File: src/sv/ntpcal_pkg.sv
// ----------------------------------------------------------------------------
// ntpcal_pkg
// Types and constants shared by the seconds-to-calendar pipeline.
// ----------------------------------------------------------------------------
package ntpcal_pkg;

  localparam int unsigned SecWidth    = 32;
  localparam int unsigned OffWidth    = 6;
  localparam int unsigned DayWidth    = 16;
  localparam int unsigned TodWidth    = 17;
  localparam int unsigned DaysTo2009  = 39812;
  localparam int unsigned SecPerDay   = 86400;
  localparam int unsigned SecPerHour  = 3600;
  localparam int unsigned DaysPerQuad = 1461;
  localparam int unsigned FirstYear   = 9;
  localparam int unsigned LastYear    = 99;

  typedef logic [SecWidth-1:0] sec_t;
  typedef logic signed [OffWidth-1:0] off_t;

  typedef struct packed {
    logic [7:0] year_bcd;
    logic [4:0] month_bcd;
    logic [5:0] day_bcd;
    logic [5:0] hour_bcd;
    logic [6:0] minute_bcd;
    logic [6:0] second_bcd;
    logic       out_of_range;
  } cal_t;

  // Packed BCD of a value below 100. The tens digit is v * 205 / 2048,
  // which is exact for every 7-bit value.
  function automatic logic [7:0] to_bcd(input logic [6:0] v);
    logic [14:0] p;
    logic [3:0]  tens;
    logic [6:0]  r;
    p = 15'(v) * 15'd205;
    tens = p[14:11];
    r = v - 7'(tens) * 7'd10;
    return {tens, r[3:0]};
  endfunction

endpackage

File: src/sv/ntpcal_if.sv
// ----------------------------------------------------------------------------
// ntpcal stream interfaces
// Valid/ready channels for seconds in, calendar out and offset writes.
// ----------------------------------------------------------------------------
interface ntpcal_in_if;
  logic                 valid;
  logic                 ready;
  ntpcal_pkg::sec_t     ntp_seconds;
  modport source(output valid, output ntp_seconds, input ready);
  modport sink(input valid, input ntp_seconds, output ready);
endinterface

interface ntpcal_out_if;
  logic                 valid;
  logic                 ready;
  ntpcal_pkg::cal_t     data;
  modport source(output valid, output data, input ready);
  modport sink(input valid, input data, output ready);
endinterface

interface ntpcal_cfg_if;
  logic                 valid;
  logic                 ready;
  ntpcal_pkg::off_t     utc_offset_hours;
  modport source(output valid, output utc_offset_hours, input ready);
  modport sink(input valid, input utc_offset_hours, output ready);
endinterface

File: src/sv/ntpcal_daysplit.sv
// ----------------------------------------------------------------------------
// ntpcal_daysplit
// Stages 1-3: offset add, then days and seconds of day by reciprocal divide.
// ----------------------------------------------------------------------------
module ntpcal_daysplit (
  input  logic                clk,
  input  logic                rst,
  input  logic                en,
  input  logic                in_valid,
  input  ntpcal_pkg::sec_t    in_sec,
  input  ntpcal_pkg::off_t    offset,
  output logic                out_valid,
  output logic [ntpcal_pkg::DayWidth-1:0] days,
  output logic [ntpcal_pkg::TodWidth-1:0] tod
);
  import ntpcal_pkg::*;

  // 2^48 / 86400 rounded up; the check below corrects a quotient that is one low.
  localparam logic [32:0] Recip = 33'((64'd1 << 48) / SecPerDay + 1);

  logic        v1;
  sec_t        sec1;
  logic        v2;
  sec_t        sec2;
  logic [65:0] prod;
  logic [15:0] q2;
  logic [15:0] qn;
  logic [32:0] r_calc;

  always_ff @(posedge clk) begin
    if (rst) begin
      v1 <= 1'b0;
      v2 <= 1'b0;
      out_valid <= 1'b0;
    end else if (en) begin
      v1 <= in_valid;
      v2 <= v1;
      out_valid <= v2;
    end
  end

  assign prod = {33'd0, sec1} * {33'd0, Recip};

  always_ff @(posedge clk) begin
    if (en) begin
      sec1 <= in_sec + sec_t'($signed({{(SecWidth-OffWidth){offset[OffWidth-1]}}, offset})
                      * $signed(SecWidth'(SecPerHour)));
      sec2 <= sec1;
      q2   <= prod[63:48];
    end
  end

  always_comb begin
    r_calc = {1'b0, sec2} - 33'(q2) * 33'(SecPerDay);
    qn = q2;
    if (r_calc >= 33'(SecPerDay)) begin
      r_calc = r_calc - 33'(SecPerDay);
      qn = q2 + 16'd1;
    end
  end

  always_ff @(posedge clk) begin
    if (en) begin
      days <= qn;
      tod  <= r_calc[TodWidth-1:0];
    end
  end
endmodule

File: src/sv/ntpcal_date.sv
// ----------------------------------------------------------------------------
// ntpcal_date
// Stages 4-8: four-year blocks and minutes, day in block and hours, year
// and remainders, month lookup, BCD packing.
// ----------------------------------------------------------------------------
module ntpcal_date (
  input  logic                clk,
  input  logic                rst,
  input  logic                en,
  input  logic                in_valid,
  input  logic [ntpcal_pkg::DayWidth-1:0] days,
  input  logic [ntpcal_pkg::TodWidth-1:0] tod,
  output logic                out_valid,
  output ntpcal_pkg::cal_t    result
);
  import ntpcal_pkg::*;

  // Rounded-up reciprocals; each quotient is exact over the operand range.
  localparam logic [15:0] RecipQuad = 16'd45934;   // 2^26 / 1461
  localparam logic [17:0] RecipMin  = 18'd139811;  // 2^23 / 60
  localparam logic [12:0] RecipHour = 13'd4370;    // 2^18 / 60

  logic        v3, v4, v5, v6;
  logic        bad3, bad4, bad5, bad6;
  logic [15:0] rel3;
  logic [5:0]  quad3, quad4;
  logic [10:0] mins3, mins4;
  logic [16:0] tod3;
  logic [10:0] inq4;
  logic [4:0]  hr4, hr5, hr6;
  logic [5:0]  se4, se5, se6;
  logic [5:0]  mi5, mi6;
  logic [6:0]  yr5, yr6;
  logic        leap5;
  logic [8:0]  doy5;
  logic [3:0]  mon6;
  logic [4:0]  dom6;

  logic [15:0] rel;
  logic [31:0] quad_prod;
  logic [34:0] min_prod;
  logic [10:0] inq;
  logic [22:0] hr_prod;
  logic [16:0] se_full;
  logic [1:0]  yq;
  logic [10:0] yq_days;
  logic [8:0]  yr;
  logic [10:0] mi_full;
  logic [3:0]  mon;
  logic [8:0]  mstart;

  // First day of month m (0 = January) within the year.
  function automatic logic [8:0] month_start(input logic [3:0] m, input logic leap);
    logic [8:0] s;
    case (m)
      4'd0:    s = 9'd0;
      4'd1:    s = 9'd31;
      4'd2:    s = 9'd59;
      4'd3:    s = 9'd90;
      4'd4:    s = 9'd120;
      4'd5:    s = 9'd151;
      4'd6:    s = 9'd181;
      4'd7:    s = 9'd212;
      4'd8:    s = 9'd243;
      4'd9:    s = 9'd273;
      4'd10:   s = 9'd304;
      4'd11:   s = 9'd334;
      default: s = 9'd0;
    endcase
    if (leap && m >= 4'd2) s = s + 9'd1;
    return s;
  endfunction

  // Blocks of four years start at 2009: three common years, then a leap year.
  always_comb begin
    rel = days - 16'(DaysTo2009);
    quad_prod = 32'(rel) * 32'(RecipQuad);
    min_prod = 35'(tod) * 35'(RecipMin);
  end

  always_comb begin
    inq = 11'(rel3 - 16'(quad3) * 16'(DaysPerQuad));
    hr_prod = 23'(mins3) * 23'(RecipHour);
    se_full = tod3 - 17'(mins3) * 17'd60;
  end

  always_comb begin
    if (inq4 >= 11'd1095) begin
      yq = 2'd3; yq_days = 11'd1095;
    end else if (inq4 >= 11'd730) begin
      yq = 2'd2; yq_days = 11'd730;
    end else if (inq4 >= 11'd365) begin
      yq = 2'd1; yq_days = 11'd365;
    end else begin
      yq = 2'd0; yq_days = 11'd0;
    end
    yr = 9'(FirstYear) + {1'b0, quad4, 2'b00} + 9'(yq);
    mi_full = mins4 - 11'(hr4) * 11'd60;
  end

  always_comb begin
    mon = 4'd1;
    mstart = 9'd0;
    for (int m = 1; m < 12; m++) begin
      if (doy5 >= month_start(4'(m), leap5)) begin
        mon = 4'(m + 1);
        mstart = month_start(4'(m), leap5);
      end
    end
  end

  always_ff @(posedge clk) begin
    if (rst) begin
      v3 <= 1'b0; v4 <= 1'b0; v5 <= 1'b0; v6 <= 1'b0; out_valid <= 1'b0;
    end else if (en) begin
      v3 <= in_valid; v4 <= v3; v5 <= v4; v6 <= v5; out_valid <= v6;
    end
  end

  always_ff @(posedge clk) begin
    if (en) begin
      bad3 <= (days < 16'(DaysTo2009));
      rel3 <= rel; quad3 <= quad_prod[31:26];
      mins3 <= min_prod[33:23]; tod3 <= tod;

      bad4 <= bad3; quad4 <= quad3; inq4 <= inq;
      mins4 <= mins3; hr4 <= hr_prod[22:18]; se4 <= se_full[5:0];

      bad5 <= bad4 || (yr > 9'(LastYear));
      yr5 <= yr[6:0]; leap5 <= (yq == 2'd3);
      doy5 <= 9'(inq4 - yq_days);
      hr5 <= hr4; mi5 <= mi_full[5:0]; se5 <= se4;

      bad6 <= bad5; yr6 <= yr5;
      mon6 <= mon; dom6 <= 5'(doy5 - mstart + 9'd1);
      hr6 <= hr5; mi6 <= mi5; se6 <= se5;

      result.year_bcd   <= bad6 ? 8'd0 : to_bcd(yr6);
      result.month_bcd  <= bad6 ? 5'd0 : 5'(to_bcd({3'd0, mon6}));
      result.day_bcd    <= bad6 ? 6'd0 : 6'(to_bcd({2'd0, dom6}));
      result.hour_bcd   <= 6'(to_bcd({2'd0, hr6}));
      result.minute_bcd <= 7'(to_bcd({1'b0, mi6}));
      result.second_bcd <= 7'(to_bcd({1'b0, se6}));
      result.out_of_range <= bad6;
    end
  end
endmodule

File: src/sv/ntp_seconds_to_bcd_calendar_core.sv
// ----------------------------------------------------------------------------
// ntp_seconds_to_bcd_calendar_core
// NTP seconds to local BCD calendar date and time.
// ----------------------------------------------------------------------------
// Usage: push 32-bit NTP seconds on the input channel; one calendar result
// leaves the output channel per input transaction, in order. The signed
// whole-hour UTC offset is written on the configuration channel while idle;
// it is always ready.
// Each item passes through the eight-stage pipeline (offset add, day
// divide, correction, year blocks and minutes, day in block and hours,
// year and remainders, month, BCD output register). One item can enter
// every cycle while the receiver takes results; the rate is then one item
// per cycle.
// Dates before 2009 or from 2100 on set out_of_range and zero the date.
// Reset clears all valid bits and sets the offset to zero. When the
// receiver stalls, the whole pipeline holds and input ready drops.
// ----------------------------------------------------------------------------
module ntp_seconds_to_bcd_calendar_core (
  input logic clk,
  input logic rst,
  ntpcal_in_if.sink    in_ch,
  ntpcal_out_if.source out_ch,
  ntpcal_cfg_if.sink   cfg
);
  import ntpcal_pkg::*;

  off_t offset;
  logic en;
  logic v_mid;
  logic [DayWidth-1:0] days;
  logic [TodWidth-1:0] tod;

  assign en = !out_ch.valid || out_ch.ready;
  assign in_ch.ready = en;
  assign cfg.ready = 1'b1;

  always_ff @(posedge clk) begin
    if (rst) offset <= '0;
    else if (cfg.valid) offset <= cfg.utc_offset_hours;
  end

  ntpcal_daysplit u_split (
    .clk, .rst, .en,
    .in_valid(in_ch.valid), .in_sec(in_ch.ntp_seconds), .offset,
    .out_valid(v_mid), .days, .tod
  );

  ntpcal_date u_date (
    .clk, .rst, .en,
    .in_valid(v_mid), .days, .tod,
    .out_valid(out_ch.valid), .result(out_ch.data)
  );
endmodule

File: src/flat_wrapper.sv
// flat-port wrapper written by rule: the top's interface ports become plain ports
module ntp_seconds_to_bcd_calendar_core_flat import ntpcal_pkg::*;
  (clk, rst, in_ch_valid, in_ch_ntp_seconds, in_ch_ready, out_ch_valid, out_ch_data, out_ch_ready, cfg_valid, cfg_utc_offset_hours, cfg_ready);
  ntpcal_in_if in_ch_i ();
  ntpcal_out_if out_ch_i ();
  ntpcal_cfg_if cfg_i ();
  input logic clk;
  input logic rst;
  input wire logic [$bits(in_ch_i.valid)-1:0] in_ch_valid;
  input wire logic [$bits(in_ch_i.ntp_seconds)-1:0] in_ch_ntp_seconds;
  output wire logic [$bits(in_ch_i.ready)-1:0] in_ch_ready;
  output wire logic [$bits(out_ch_i.valid)-1:0] out_ch_valid;
  output wire logic [$bits(out_ch_i.data)-1:0] out_ch_data;
  input wire logic [$bits(out_ch_i.ready)-1:0] out_ch_ready;
  input wire logic [$bits(cfg_i.valid)-1:0] cfg_valid;
  input wire logic [$bits(cfg_i.utc_offset_hours)-1:0] cfg_utc_offset_hours;
  output wire logic [$bits(cfg_i.ready)-1:0] cfg_ready;
  assign in_ch_i.valid = in_ch_valid;
  assign in_ch_i.ntp_seconds = in_ch_ntp_seconds;
  assign in_ch_ready = in_ch_i.ready;
  assign out_ch_valid = out_ch_i.valid;
  assign out_ch_data = out_ch_i.data;
  assign out_ch_i.ready = out_ch_ready;
  assign cfg_i.valid = cfg_valid;
  assign cfg_i.utc_offset_hours = cfg_utc_offset_hours;
  assign cfg_ready = cfg_i.ready;
  ntp_seconds_to_bcd_calendar_core u_core (.clk(clk), .rst(rst), .in_ch(in_ch_i), .out_ch(out_ch_i), .cfg(cfg_i));
endmodule
File: config.mk
export PLATFORM = sky130hd
export DESIGN_NAME = ntp_seconds_to_bcd_calendar_core_flat
export DESIGN_NICKNAME = d
export VERILOG_FILES = /design/src/sv/ntpcal_pkg.sv /design/src/sv/ntpcal_if.sv /design/src/sv/ntpcal_daysplit.sv /design/src/sv/ntpcal_date.sv /design/src/sv/ntp_seconds_to_bcd_calendar_core.sv /design/src/flat_wrapper.sv
export SDC_FILE = /design/constraint.sdc
export NUM_CORES = 2
export LEC_CHECK = 0
export ABC_AREA = 0
export BUFFER_PORTS_ARGS = -buffer_cell sky130_fd_sc_hd__buf_2
export CORE_MARGIN = 2
export CORE_UTILIZATION = 40
export DETAILED_ROUTE_END_ITERATION = 10
export GPL_TIMING_DRIVEN = 0
export MAX_ROUTING_LAYER = met4
export PLACE_DENSITY = 0.59
export SYNTH_ARGS = -nofsm -noshare
export SYNTH_HDL_FRONTEND = slang
export SYNTH_SLANG_ARGS = --single-unit
export TNS_END_PERCENT = 50
File: constraint.sdc
create_clock -name clk -period 29.4 [get_ports clk]
set_clock_uncertainty 0.05 [all_clocks]
set_input_delay 4.41 -clock clk [delete_from_list [all_inputs] [get_ports clk]]
set_output_delay 4.41 -clock clk [all_outputs]
set_load 0.03 [all_outputs]
==> summary.txt <==
GRT Util Overall: 0.173
multiplexer area fraction after synthesis: 0.00299
DRT iter0 DRCs: 1215
CTS Root Cell: clkbuf_16
die area: 115000 sq um
filler cell count: 10700
worst setup slack after layout: 19240 ps
Post-Syn Instances: 4211
most frequent CP cell: buf_2
fraction of the mapped netlist area in simple logic gates: 0.0526
Syn Nets: 5832
cell family with most CP delay: buffers and inverters
die width: 338 microns
Antenna Nets Post-Route: 0
Post-Place Worst Slack: 19210 ps
Worst-Margin Slew: 1140 ps
IO Count: 86
Post-Synth XOR/XNOR Area: 0.0450
row cnt: 122
Largest stage delay, worst path: 390 ps
Synth Flop Type: edfxtp_1
synth warn: 0
HPWL after detailed placement: 77.5 mm
# Max-Cap Violations: 0
Max clock buf depth: 3
Layout Cells excl Fill: 5857
CP max FO: 37
CP Buf/Inv Count: 4
status: completed
Mapped Area: 44700 sq um
slowest stage cell on the critical path: clkinv_4
complex-gate fraction of the synthesized area: 0.0799
sequential share of the synthesized area: 0.202
Slew HR: 0.237
Setup violations, final: 0
number of global-route vias before repair: 30100
post-synthesis adder-cell area fraction: 0.528
H-Tree Depth: 2
# resized after CTS: 0
Wirelength per Cell: 15.8 microns
Netlist cell types: 78
largest net degree at the start of global routing: 94
core area: 111000 sq um
number of nets in the layout: 5961
critical path class: in -> out
f_max: 98.4 MHz
main combinational cell family by area after synthesis: adder cells
GR Overflow Total: 0
first-pass GRT wire length: 155 mm
Worst EP required: 24940 ps
ANT cells: 0
Setup crit start kind: input pin
EDFF count, synth: 292
Initial Util: 0.404
Area Overhead vs Synth: 8.41%
FF+latch count, synth: 306
drt pass-1 iters: 5
Worst EP arrival: 5700 ps
Vias/cell: 4.90
crit-path cells: buf_2 -> nor2b_1 -> clkbuf_1 -> clkinv_4 -> buf_2
post-route clock period utilization: 0.346
setup bufs post-CTS: 0
Buffers on Ports: 83
antenna violations before repair: 0
layout cells sized above 1: 0.0430
# hold bufs at CTS: 0
minimum clock period: 10160 ps
asr flop ratio synth: 0
Clock Latency Late Sink: 610 ps
Avg Inst Size Synth: 10.6 sq um
Total Wirelength: 92.3 mm
GP Congestion: 0.879
Remaining DRCs: 0
Pins Over Slew Limit: 0
routed via count: 28700
CTS sink cnt: 306
Crit. End Element: output port
Die Ht: 338 microns
R2R setup slack: 20330 ps
Cells after DPL: 5785
TritonCTS clock tree: built
unrepaired setup endpoints after global routing: false
setup TNS: 0 ps
clock-pin slew on the worst setup and hold paths: 60 ps
HP Class: reg -> reg
final hold violations: 0
Inserted Clock Buffers: 41
==> metal layers <==
layer,vias to the layer above,global-route usage,routed length [microns]
li1,14200,-,-
met1,14000,0.218,41400
met2,355,0.294,45500
met3,125,0.0180,2880
met4,0,0.0499,2580
met5,-,-,0
==> kinds of logic after synthesis <==
group / Yosys count
xor+xnor: 230
buf+inv: 1060
mux: 13
other cells: 1
simple gates: 475
compound gates: 548
flops: 306
fa+ha+maj: 1578
==> sequential cells by signal (all words and copies together), names as in the netlist, 16 cells and up <==
| name | flops |
|---|---|
| u_core.u_split.days | 16 |
| u_core.u_date.result | 40 |
| u_core.u_split.q2 | 16 |
| u_core.u_split.sec1 | 32 |
| u_core.u_split.tod | 17 |
| u_core.u_split.sec2 | 32 |
==> synth_stat cells, drive strengths merged, types with 4 or more instances <==
cell type,count,share of area
nor3,45,0.0050
or4,4,0.00067
a21oi,158,0.018
and3,18,0.0025
o211ai,12,0.0020
nor2b,29,0.0041
nand4,29,0.0042
a211oi,15,0.0026
fa,514,0.23
a31o,6,0.0012
o21bai,32,0.0054
o31ai,11,0.0020
nand2b,29,0.0041
and4,5,0.00098
o21a,36,0.0060
nor2,124,0.010
a211o,9,0.0018
or3,6,0.00084
mux2i,10,0.0022
o31a,5,0.00098
and2,7,0.00098
inv,1039,0.087
o21ai,101,0.011
buf,4,0.00078
or2,11,0.0015
nand3b,6,0.0010
a21boi,8,0.0013
a21o,85,0.014
nor4,6,0.00084
nand2,113,0.0095
dfxtp,14,0.0063
a41o,6,0.0013
xor2,66,0.013
clkbuf,16,0.0013
a31oi,16,0.0022
nand3,36,0.0046
o2111ai,8,0.0016
edfxtp,292,0.20
ha,1064,0.30
xnor2,164,0.032
==> final timing paths <==
kind	start	endpoint	depth (start not counted)
setup / recovery	out_ch_ready	in_ch_ready	5
hold reg to reg	u_core.u_date.se4[4]	u_core.u_date.se5[4]	0
setup reg to reg	u_core.u_split.days[2]	u_core.u_date.quad3[4]	29
hold / removal	u_core.u_date.se4[4]	u_core.u_date.se5[4]	0
==> area by class of cell <==
cell class	instances	area, sq um	share of cell area
Sequential cell	306	9050	0.187
Clock inverter	24	285	0.00588
Inverter	1040	3910	0.0806
Multi-Input combinational cell	2845	31700	0.654
Timing Repair Buffer	86	498	0.0103
Tap cell	1488	1860	0.0384
Clock buffer	48	1100	0.0228
Buffer	20	95.1	0.00196
==> metrics by stage <==
step,cell area (sq um),hold WS (ps),utilization
after floorplan,44700,350,-
after global placement,47000,351,0.424
after detailed placement,47100,355,0.425
after CTS,48500,368,0.438
after global routing,48500,375,0.438
final,48500,366,0.438
==> worst reg2reg max path, delay by kind of cell (launching register included) <==
family                     cells  cell delay (ps)
AOI/OAI and AO/OA              9             2930
DFF                            1              440
adders and majority gates      8             3340
and+or+nand+nor                5              600
buffers and inverters          5              750
xor gates and xnor gates       2              740
==> layout by cell type, fill, tap and decap left out, drive strengths merged, types with 32 or more instances in the layout <==
| cell | n |
|---|---|
| fa | 514 |
| inv | 1045 |
| ha | 1064 |
| nand2 | 113 |
| nor2 | 124 |
| xor2 | 66 |
| o21bai | 32 |
| o21ai | 101 |
| edfxtp | 292 |
| o21a | 36 |
| buf | 90 |
| a21oi | 158 |
| xnor2 | 164 |
| nand3 | 36 |
| nor3 | 45 |
| clkbuf | 64 |
| a21o | 85 |
Power is not shown: default switching activity piles up to over one toggle a cycle in this logic, so the estimate is an artifact.
